**src/hw/rtl/atisd_pkg.sv**
```systemverilog
package atisd_pkg;

  localparam int CAPACITY_DEF   = 128;
  localparam int WORD_WIDTH_DEF = 32;

  // fixed field widths of the stream payload
  localparam int CMD_W    = 3;
  localparam int POS_W    = 7;
  localparam int VALUE_W  = 32;
  localparam int STATUS_W = 2;
  localparam int FIDX_W   = 7;
  localparam int COUNT_W  = 8;

  typedef enum logic [CMD_W-1:0] {
    CMD_INSERT  = 3'd0,
    CMD_DEL_POS = 3'd1,
    CMD_DEL_VAL = 3'd2,
    CMD_SEARCH  = 3'd3,
    CMD_SORT    = 3'd4,
    CMD_READ    = 3'd5
  } cmd_t;

  typedef enum logic [STATUS_W-1:0] {
    STAT_OK     = 2'd0,
    STAT_FULL   = 2'd1,
    STAT_RANGE  = 2'd2,
    STAT_ABSENT = 2'd3
  } status_t;

  // where a cell takes its next word from
  typedef enum logic [1:0] {
    SRC_LOW  = 2'd0,
    SRC_HIGH = 2'd1,
    SRC_VAL  = 2'd2
  } cell_src_t;

  typedef struct packed {
    logic      load;
    cell_src_t src;
  } cell_ctrl_t;

endpackage

```
**src/hw/rtl/atisd_cell.sv**
```systemverilog
module atisd_cell import atisd_pkg::*; #(
  parameter int WORD_WIDTH = WORD_WIDTH_DEF
) (
  input  logic                  clk,
  input  cell_ctrl_t            ctrl,
  input  logic [WORD_WIDTH-1:0] low_word,
  input  logic [WORD_WIDTH-1:0] high_word,
  input  logic [WORD_WIDTH-1:0] load_word,
  output logic [WORD_WIDTH-1:0] word,
  output logic                  gt_high
);

  logic [WORD_WIDTH-1:0] word_next;

  always_comb begin
    case (ctrl.src)
      SRC_LOW:  word_next = low_word;
      SRC_HIGH: word_next = high_word;
      SRC_VAL:  word_next = load_word;
      default:  word_next = word;
    endcase
  end

  always_ff @(posedge clk) begin
    if (ctrl.load) begin
      word <= word_next;
    end
  end

  // ordering against the upper neighbour, for the sort exchange
  assign gt_high = $signed(word) > $signed(high_word);

endmodule
```
**config.mk**
```make
export PLATFORM = sky130hd
export DESIGN_NAME = atisd_cell
export DESIGN_NICKNAME = d
export VERILOG_FILES = /design/src/hw/rtl/atisd_pkg.sv /design/src/hw/rtl/atisd_cell.sv
export SDC_FILE = /design/constraint.sdc
export NUM_CORES = 1
export LEC_CHECK = 0
export BUFFER_PORTS_ARGS = -buffer_cell sky130_fd_sc_hd__buf_4
export CAP_MARGIN = 25
export CORE_AREA = 4 4 76 78
export DETAILED_ROUTE_END_ITERATION = 10
export DIE_AREA = 0 0 80 82
export PLACE_DENSITY = 0.84
export SYNTH_ARGS = -nofsm -noshare
export SYNTH_HDL_FRONTEND = slang
export SYNTH_SLANG_ARGS = --single-unit
```
**constraint.sdc**
```tcl
create_clock -name clk -period 8.1 [get_ports clk]
set_clock_uncertainty 0.1 [all_clocks]
set_input_delay 1.62 -clock clk [delete_from_list [all_inputs] [get_ports clk]]
set_output_delay 1.62 -clock clk [all_outputs]
set_load 0.05 [all_outputs]
```
[Word-level counts from Yosys, hierarchy flattened]
Cells that the tools add are included.
Storage, ports and cells
  bits of input ports: 100
  bits in writable memories: 0
  output and inout port bits: 33
  ROM bits: 0
  memories kept: 0
  register bits: 32
  bits in latches: 0
  word-level logic and storage cells: 8
Operators by class
  add/sub/neg operators: 0
  shift-type cells: 0
  bitwise logic cells: 0
  $lt $le $gt $ge: 1
  $mul: 0
  reduce and logical (&&, ||, !) cells: 3
  multiplexer cells: 1
  divide/modulo/power cells: 0
  equal/unequal tests: 2
Operators with widths (number)
  $pmux 32 s3: 1
  $gt 32x32->1: 1
  $reduce_bool 3->1: 1
  $eq 2x1->1 const B: 1
  $eq 2x2->1 const B: 1
  $logic_not 2->1: 1
  $reduce_and 2->1: 1

[Longest topological paths before layout]
Gate-level depths: netlist (run 1).
  word-level depth: 3
  depth in mapped cells: 8

[Worst setup path after synthesis (run 1)]
Ideal clock, no wire load.
  kind: input-to-output
  start point: input high_word[14]
  end point: output gt_high
  arrival time: 3.690 ns
  path buffers: 0
  path slack: 2.690 ns
  stages: 8
  cell sequence: inv_1 ha_1 nand4_1 nor4_1 a21boi_1 o31ai_1 o2111ai_1 mux2i_1
Between the ends
  cells in the longest elaborated chain, start to end: 1
RTL lines
  from (decl): RTL line atisd_cell.sv:7  | input logic [WORD_WIDTH-1:0] high_word,
  $gt 32x32->1: RTL line atisd_cell.sv:31  | assign gt_high = $signed(word) > $signed(high_word);
  to (decl): RTL line atisd_cell.sv:10  | output logic gt_high
No other way between the ends.

[Worst setup path after layout (run 1)]
Ends and elaborated chain as after synthesis.

==> results.toml, run 1 <==
[worst_setup_path]
cp_slowest_cell = "nor4_1"
critPathTopFamily = "simple AND/OR/NAND/NOR gates"
crit_chain = "buf_4 > inv_1 > ha_1 > nand4_1 > nor4_1 > a21boi_1 > o31ai_1 > o2111ai_1 > mux2i_1 > buf_4"
cpPeakStageDelay_ns = 0.38
arrival_ns = 3.49
cp_common_cell = "buf_4"
crit_fanout = 3
critPathLaunchType = "input port"
critPathRequiredTime_ns = 6.38
cp.buffers_inverters = 3
critPathKind = "in2out"
crit_path_end_kind = "primary output"

[finish]
largest_register_ffs = 32
diodes = 0
nets = 522
n_fill_cell = 430
final_common_cell = "buf_4"
final_cell_mix = "buf_4 (132), nand2_1 (38), o21ai_0 (36)"
reg.largest.list = "word: 32 flops"
drive_above_1_share_pct = 36.9
largest-register = "word"
syn_to_final_growth_pct = 48.7

[clock_network]
clk_pin_slew_ns = 0.07
h-tree-depth = 2
cts_tree = "built"
clkSinkCount = 32
cts_setup_buffers = 0
cts-resized-gates = 0
cts_hold_buf = 0
clockBufferDepth = 2
cts_root_buf = "clkbuf_8"
cts_buffers = 5

[timing]
whs_ns = 1.51
setup_violations = 0
finalCriticalPeriod_ns = 5.21
slew_viol_final = 0
worstMarginPinSlew_ns = 0.946
rsz0062_at_grt = "no"
max_freq_mhz = 192
fin_crit_sh_pct = 64.3
slew_headroom_pct = 36.9
fin_tns_setup_ns = 0
finalHoldViolations = 0

[detailed_routing]
first_iter_violations = 103
ant_nets = 0
drcViolationCount = 0
postRouteWirelength_um = 7240
vias = 2449
wire_per_inst_um = 15.8
first_pass_iters = 4
routed_via_density = 5.35

[synthesis]
synth-edff-count = 32
synth_area_per_cell_um2 = 9.18
synth_nets = 395
ys_ff_latch = 32
netlist_instances = 260
ys_types = 22
seq_area_frac_synth_pct = 40.3
synth_top_flop_cell = "edfxtp_1"
syn_area_um2 = 2390
async_flop_share_pct = 0
ys.warnings.count = 0

[global_route]
grt_pass1_wl_um = 11300
grt_max_degree = 65
antenna_found_initial = 0
gr-total-overflow = 0
first_global_vias = 2450
grt.total_usage_pct = 22.1

[hold_path]
hp-class = "in2reg"

[job]
cap_viol_max_count = 0

[die]
start_util_pct = 47.0
core-area_um2 = 5070
rows = 26
die_y_um = 82
dieArea_um2 = 6560
die_x_um = 80
io_pins = 133

[place]
dp_hpwl_um = 5720
gp_congestion = 0.803
portBuffers = 132

[power_and_ir_drop]
cellPowerDensity_nw_per_um2 = 169
p_leak_nw = 1.72
ir_drop_mv = 0.105

[outcome]
outcome = "complete, no violations"
==> tightest hold or removal path, cell delays in order <==
cell,delay [ns]
buf_4,0.07
nand2_1,0.04
o21ai_0,0.06
==> metal layers <==
metal | GRT usage (%) | vias up | wire length (um)
met5 | 0 | - | 0
met4 | 6.59 | 0 | 123
met3 | 5.37 | 12 | 439
met2 | 41.1 | 77 | 3940
met1 | 25.0 | 1153 | 2740
li1 | - | 1207 | -
==> power by group <==
group,internal (W),total [W],leakage [nW],switching (W)
clock network,0.0000912,0.000151,0.0552,0.0000601
registers,0.000206,0.000216,0.298,0.0000103
logic,0.0000913,0.000233,1.36,0.000142
total,0.000389,0.000601,1.72,0.000212
==> worst paths after layout <==
path                          start       to  slack, ns  cells past startpoint
worst min-delay path    low_word[5]  word[5]       1.51                      3
worst max-delay path  high_word[14]  gt_high       2.89                     10
==> Yosys cell counts, drive strengths merged, types with 2 or more instances <==
library cell	number	area share, %
ha	35	18
a21oi	12	2.7
nor2	3	0.47
o21ai	36	7.6
nand2	38	6.0
nand3	3	0.63
nand4	7	1.8
a22oi	32	10
nor2b	2	0.52
nor4	2	0.52
edfxtp	32	40
inv	34	5.3
clkbuf	13	2.0
a21o	4	1.3
==> kinds of logic after synthesis <==
kind of cell / synth area share [%]
compound gates: 23.6
mux: 0.420
simple gates: 9.96
fa+ha+maj: 18.4
flops: 40.3
buf+inv: 7.39
==> metrics by stage <==
step / setup slack (ns) / instances / instance area [um^2] / power, W / util [%]
finish: 2.89 / 458 / 3550 / 0.000601 / 69.9
global route: 2.68 / 458 / 3550 / 0.000633 / 69.9
CTS: 2.89 / 458 / 3550 / 0.000604 / 69.9
detailed placement: 2.88 / 450 / 3440 / 0.000452 / 67.8
global placement: 2.96 / 449 / 3430 / 0.000445 / 67.5
floorplan: 2.69 / 260 / 2390 / 0.000358 / -
==> layout make-up <==
type | count | area, um^2 | share of cell area (%)
Tap cell | 70 | 87.6 | 2.47
Sequential cell | 32 | 961 | 27.1
Multi-Input combinational cell | 181 | 1260 | 35.5
Clock inverter | 2 | 35.0 | 0.987
Inverter | 34 | 128 | 3.60
Timing Repair Buffer | 133 | 1010 | 28.3
Clock buffer | 6 | 72.6 | 2.05
Power figures use the tool's default switching activity.
==> run 2, diff against run 1 <==
- ABC_AREA: not set -> 1
- CORE_AREA: 4 4 76 78 -> 4 4 84 86
- DIE_AREA: 0 0 80 82 -> 0 0 88 90
- PLACE_DENSITY: 0.84 -> 0.75
- clock period: 8.1 -> 4.55 ns (I/O delays scaled with it)
==> results.toml, run 2 <==
[place]
gp_congestion = 0.768
dp_hpwl_um = 5600
post-place-ws_ns = 1.23
portBuffers = 132
placed_area_um2 = 3630

[finish]
finish.utilization_pct = 59.1
final_common_cell = "buf_4"
largest_register_ffs = 32
reg.largest.list = "word: 32 flops"
diodes = 0
largest-register = "word"
post-route-cell-area_um2 = 3710
final_cell_mix = "buf_4 (133), a21oi_1 (78), nand2_1 (69)"
drive_above_1_share_pct = 33.3
syn_to_final_growth_pct = 47.3
n_fill_cell = 558
nets = 590

[worst_setup_path]
crit_path_end_kind = "primary output"
arrival_ns = 2.28
critPathLaunchType = "input port"
critPathRequiredTime_ns = 3.54
crit_fanout = 4
critPathKind = "in2out"

[power_and_ir_drop]
power_w = 0.00107
clock_power_share_pct = 20.4
power.net_switching_w = 0.000415
swShare_pct = 38.9
seqPwrFrac_pct = 36.6
combPwrFrac_pct = 43.0
p_leak_nw = 1.88
ir_drop_mv = 0.173
cellPowerDensity_nw_per_um2 = 288
power.internal_w = 0.000653

[synthesis]
synthXorXnorAreaFrac_pct = 0
ys_ff_latch = 32
synth-edff-count = 32
synth_fa_ha_area_share_pct = 17.4
ys_top_cells_by_count = "a21oi_1 (78), nand2_1 (69), nor2_1 (42)"
seq_area_frac_synth_pct = 38.2
synth_top_family_by_area = "simple AND/OR/NAND/NOR gates"
synthMuxAreaShare_pct = 0
synth.most_common_cell = "a21oi_1"
syn_area_um2 = 2520
synth-compound-area-share_pct = 17.5
synth_area_leader_cell = "edfxtp_1"
synth_top_area_share_pct = 38.2
synthTopCellsByArea = "edfxtp_1 (38%), ha_1 (17%), a21oi_1 (16%)"
ys.warnings.count = 0
synth_nets = 461
synth_area_per_cell_um2 = 7.72
ys_types = 18
netlist_instances = 326
yosys.area_share.simple_pct = 18.4
async_flop_share_pct = 0
synth_top_flop_cell = "edfxtp_1"

[detailed_routing]
wire_per_inst_um = 13.6
routed_via_density = 4.82
first_iter_violations = 65
first_pass_iters = 4
drcViolationCount = 0
postRouteWirelength_um = 7240
vias = 2567
ant_nets = 0

[die]
dieArea_um2 = 7920
start_util_pct = 40.1
io_pins = 133
die_y_um = 90
rows = 29
core-area_um2 = 6280
die_x_um = 88

[timing]
slew_viol_final = 0
rsz0062_at_grt = "no"
worstMarginPinSlew_ns = 0.948
setup_violations = 0
finalHoldViolations = 0
fin_tns_setup_ns = 0
finalCriticalPeriod_ns = 3.29
slew_headroom_pct = 36.6
fin_crit_sh_pct = 72.4
fin_ws_ns = 1.26
max_freq_mhz = 304

[clock_network]
h-tree-depth = 2
cts_tree = "built"
clockBufferDepth = 2
clk_pin_slew_ns = 0.07
cts_buffers = 5
cts-resized-gates = 0
clkSinkCount = 32
cts_setup_buffers = 0
cts_hold_buf = 0
cts_root_buf = "clkbuf_8"

[global_route]
first_global_vias = 2624
grt_pass1_wl_um = 11600
grt.total_usage_pct = 18.2
gr-total-overflow = 0
antenna_found_initial = 0
grt_max_degree = 34

[hold_path]
worstHoldEndpoint = "word[3]"
hp-class = "in2reg"
hold_path_startpoint = "low_word[3]"
hold_path_depth = 3

[job]
cap_viol_max_count = 0

[outcome]
outcome = "complete, no violations"
-- run 2: final cells by class --
type                       instances  area (um^2)  area share [%]
tap                               77         96.3            2.60
clock buffer                       5         68.8            1.86
clock inverter                     3         13.8           0.371
multi-input combinational        237         1350            36.4
timing repair buffer             135         1050            28.4
sequential                        32          961            25.9
inverter                          44          165            4.45
-- run 2: cell families (layout without fill, tap and decap cells) --
| group | count (synthesis) | after routing |
|---|---|---|
| simple gates | 118 | 118 |
| compound gates | 84 | 84 |
| buf+inv | 57 | 187 |
| fa+ha+maj | 35 | 35 |
| flops | 32 | 32 |
-- run 2: critical path: stages --
cell and delay, ns:
buf_4 0.08, inv_1 0.03, ha_1 0.32, nand2_1 0.10, nor2_2 0.14, nand2_2 0.08, nor2_2 0.12, nand2_1 0.08
nand3_1 0.07, nand2_1 0.05, nor2_1 0.09, buf_4 0.21
-- run 2: power groups by stage --
stage / clock network, W / logic (W) / registers [W]
2_1_floorplan: 0 / 0.000171 / 0.000513
3_3_place_gp: 0 / 0.000451 / 0.000395
3_5_place_dp: 0 / 0.000463 / 0.000398
4_1_cts: 0.000222 / 0.000465 / 0.000391
5_1_grt: 0.000234 / 0.000508 / 0.000395
6_report: 0.000218 / 0.000460 / 0.000391
-- run 2: routing by layer --
layer,routed length [um],vias up,global-route usage [%]
met5,0,-,0
met4,42,0,3.45
met3,615,6,4.75
met2,3820,84,35.1
met1,2760,1140,19.2
li1,-,1337,-
-- run 2: per-stage QoR --
step,instances,hold slack (ns)
2_1_floorplan,326,1.04
3_3_place_gp,523,1.13
3_5_place_dp,525,1.13
4_1_cts,533,0.833
5_1_grt,533,0.836
6_report,533,0.840
-- run 2: worst max path at each step --
| stage | endpoint | start | cells after the start |
|---|---|---|---|
| final | gt_high | high_word[31] | 12 |
| after global routing | gt_high | high_word[15] | 11 |
| after CTS | gt_high | high_word[15] | 14 |
| after detailed placement | gt_high | high_word[23] | 12 |
| after global placement | gt_high | high_word[13] | 11 |
| after floorplan | gt_high | high_word[31] | 10 |
==> run 3, diff against run 2 <==
- CORE_AREA: 4 4 84 86 -> 4 4 79 81
- DIE_AREA: 0 0 88 90 -> 0 0 83 85
- PLACE_DENSITY: 0.75 -> 0.81
- clock period: 4.55 -> 3.25 ns (I/O delays scaled with it)
==> results.toml, run 3 (synthesis gave the netlist of run 2 again) <==
[finish]
drive_above_1_share_pct = 33.3
final_common_cell = "buf_4"
reg.largest.list = "word: 32 flops"
diodes = 0
largest-register = "word"
nets = 591
syn_to_final_growth_pct = 45.2
seqCellArea_um2 = 961
post-route-cell-area_um2 = 3660
n_fill_cell = 493
multi_input_area_um2 = 1350
final_cell_mix = "buf_4 (136), a21oi_1 (78), nand2_1 (69)"
largest_register_ffs = 32

[clock_network]
clk_pin_slew_ns = 0.06
clockBufferDepth = 2
h-tree-depth = 2
cts_hold_buf = 0
cts-resized-gates = 0
clkSinkCount = 32
cts_buffers = 5
cts_tree = "built"
cts_setup_buffers = 0
cts_root_buf = "clkbuf_8"

[hold_path]
hp-class = "in2reg"

[global_route]
grt.total_usage_pct = 19.8
gr-total-overflow = 0
grt_max_degree = 34
antenna_found_initial = 0
first_global_vias = 2522
grt_pass1_wl_um = 11400

[power_and_ir_drop]
p_leak_nw = 1.86
clock_power_share_pct = 18.9
ir_drop_mv = 0.218
power.net_switching_w = 0.000563
power.internal_w = 0.000903
seqPwrFrac_pct = 37.3
swShare_pct = 38.4
cellPowerDensity_nw_per_um2 = 401
combPwrFrac_pct = 43.8

[die]
core-area_um2 = 5470
io_pins = 133
dieArea_um2 = 7060
die_x_um = 83
start_util_pct = 46.0
rows = 27
die_y_um = 85

[timing]
finalCriticalPeriod_ns = 2.82
setup_violations = 0
fin_crit_sh_pct = 86.9
slew_headroom_pct = 59.3
max_freq_mhz = 354
fin_tns_setup_ns = 0
rsz0062_at_grt = "no"
worstMarginPinSlew_ns = 0.610
slew_viol_final = 0
finalHoldViolations = 0

[worst_setup_path]
crit_path_end_kind = "primary output"
crit_fanout = 2
arrival_ns = 2.07
critPathKind = "in2out"
critPathLaunchType = "input port"
critPathRequiredTime_ns = 2.50

[detailed_routing]
met3_length_um = 571
routed_via_density = 4.90
wl_met1_um = 2860
drcViolationCount = 0
postRouteWirelength_um = 7110
wire_per_inst_um = 13.5
first_iter_violations = 116
first_pass_iters = 4
highest-signal-layer = "met4"
met2_length_um = 3640
ant_nets = 0
vias = 2580

[place]
gp_congestion = 0.832
placed_area_um2 = 3590
dp_hpwl_um = 5540
portBuffers = 132

[job]
cap_viol_max_count = 0

[outcome]
outcome = "complete, no violations"
==> run 3: cell types whose count changed in the layout (fill, tap and decap cells not counted), sizes merged <==
cell,previous run,this run
buf,135,136
clkinv,3,0
==> run 3: worst paths after layout <==
kind / from / to / slack, ns / cells after the start
worst max-delay path: high_word[27] / gt_high / 0.43 / 11
worst min-delay path: low_word[7] / word[7] / 0.59 / 3
==> run 3: power groups by stage <==
stage	Sequential [W]	Combinational (W)	Clock [W]
3_3_place_gp	0.000552	0.000633	0
6_report	0.000546	0.000642	0.000278
5_1_grt	0.000552	0.000708	0.000300
2_1_floorplan	0.000719	0.000240	0
4_1_cts	0.000547	0.000648	0.000284
3_5_place_dp	0.000555	0.000647	0
==> run 3: metal layers <==
metal,vias up,GRT usage (%)
met5,-,0
met4,0,4.01
met3,4,6.41
met2,91,36.8
met1,1148,22.2
li1,1337,-
==> run 3: final cells by class <==
cell class	count	area share [%]
Timing Repair Buffer	136	27.9
Multi-Input combinational cell	237	36.9
Sequential cell	32	26.3
Inverter	44	4.52
Clock buffer	5	1.88
Tap cell	72	2.46
==> run 3: critical path, stage by stage <==
cell and delay [ns]:
buf_4 0.08, inv_1 0.03, ha_1 0.31, a21oi_1 0.19
o21ai_0 0.11, nand2_1 0.06, nand2_1 0.08, a21oi_4 0.12
a21oi_1 0.08, nor2_1 0.14, buf_4 0.22
==> run 3: stage by stage <==
step / util [%] / setup WS, ns / total power, W / hold WS (ns) / cells
final: 66.8 / 0.426 / 0.00147 / 0.587 / 526
after global routing: 66.8 / 0.267 / 0.00156 / 0.589 / 526
after CTS: 66.8 / 0.416 / 0.00148 / 0.577 / 526
after detailed placement: 65.5 / 0.418 / 0.00120 / 0.874 / 521
after global placement: 65.5 / 0.433 / 0.00119 / 0.867 / 521
after floorplan: - / 0.288 / 0.000959 / 0.780 / 326
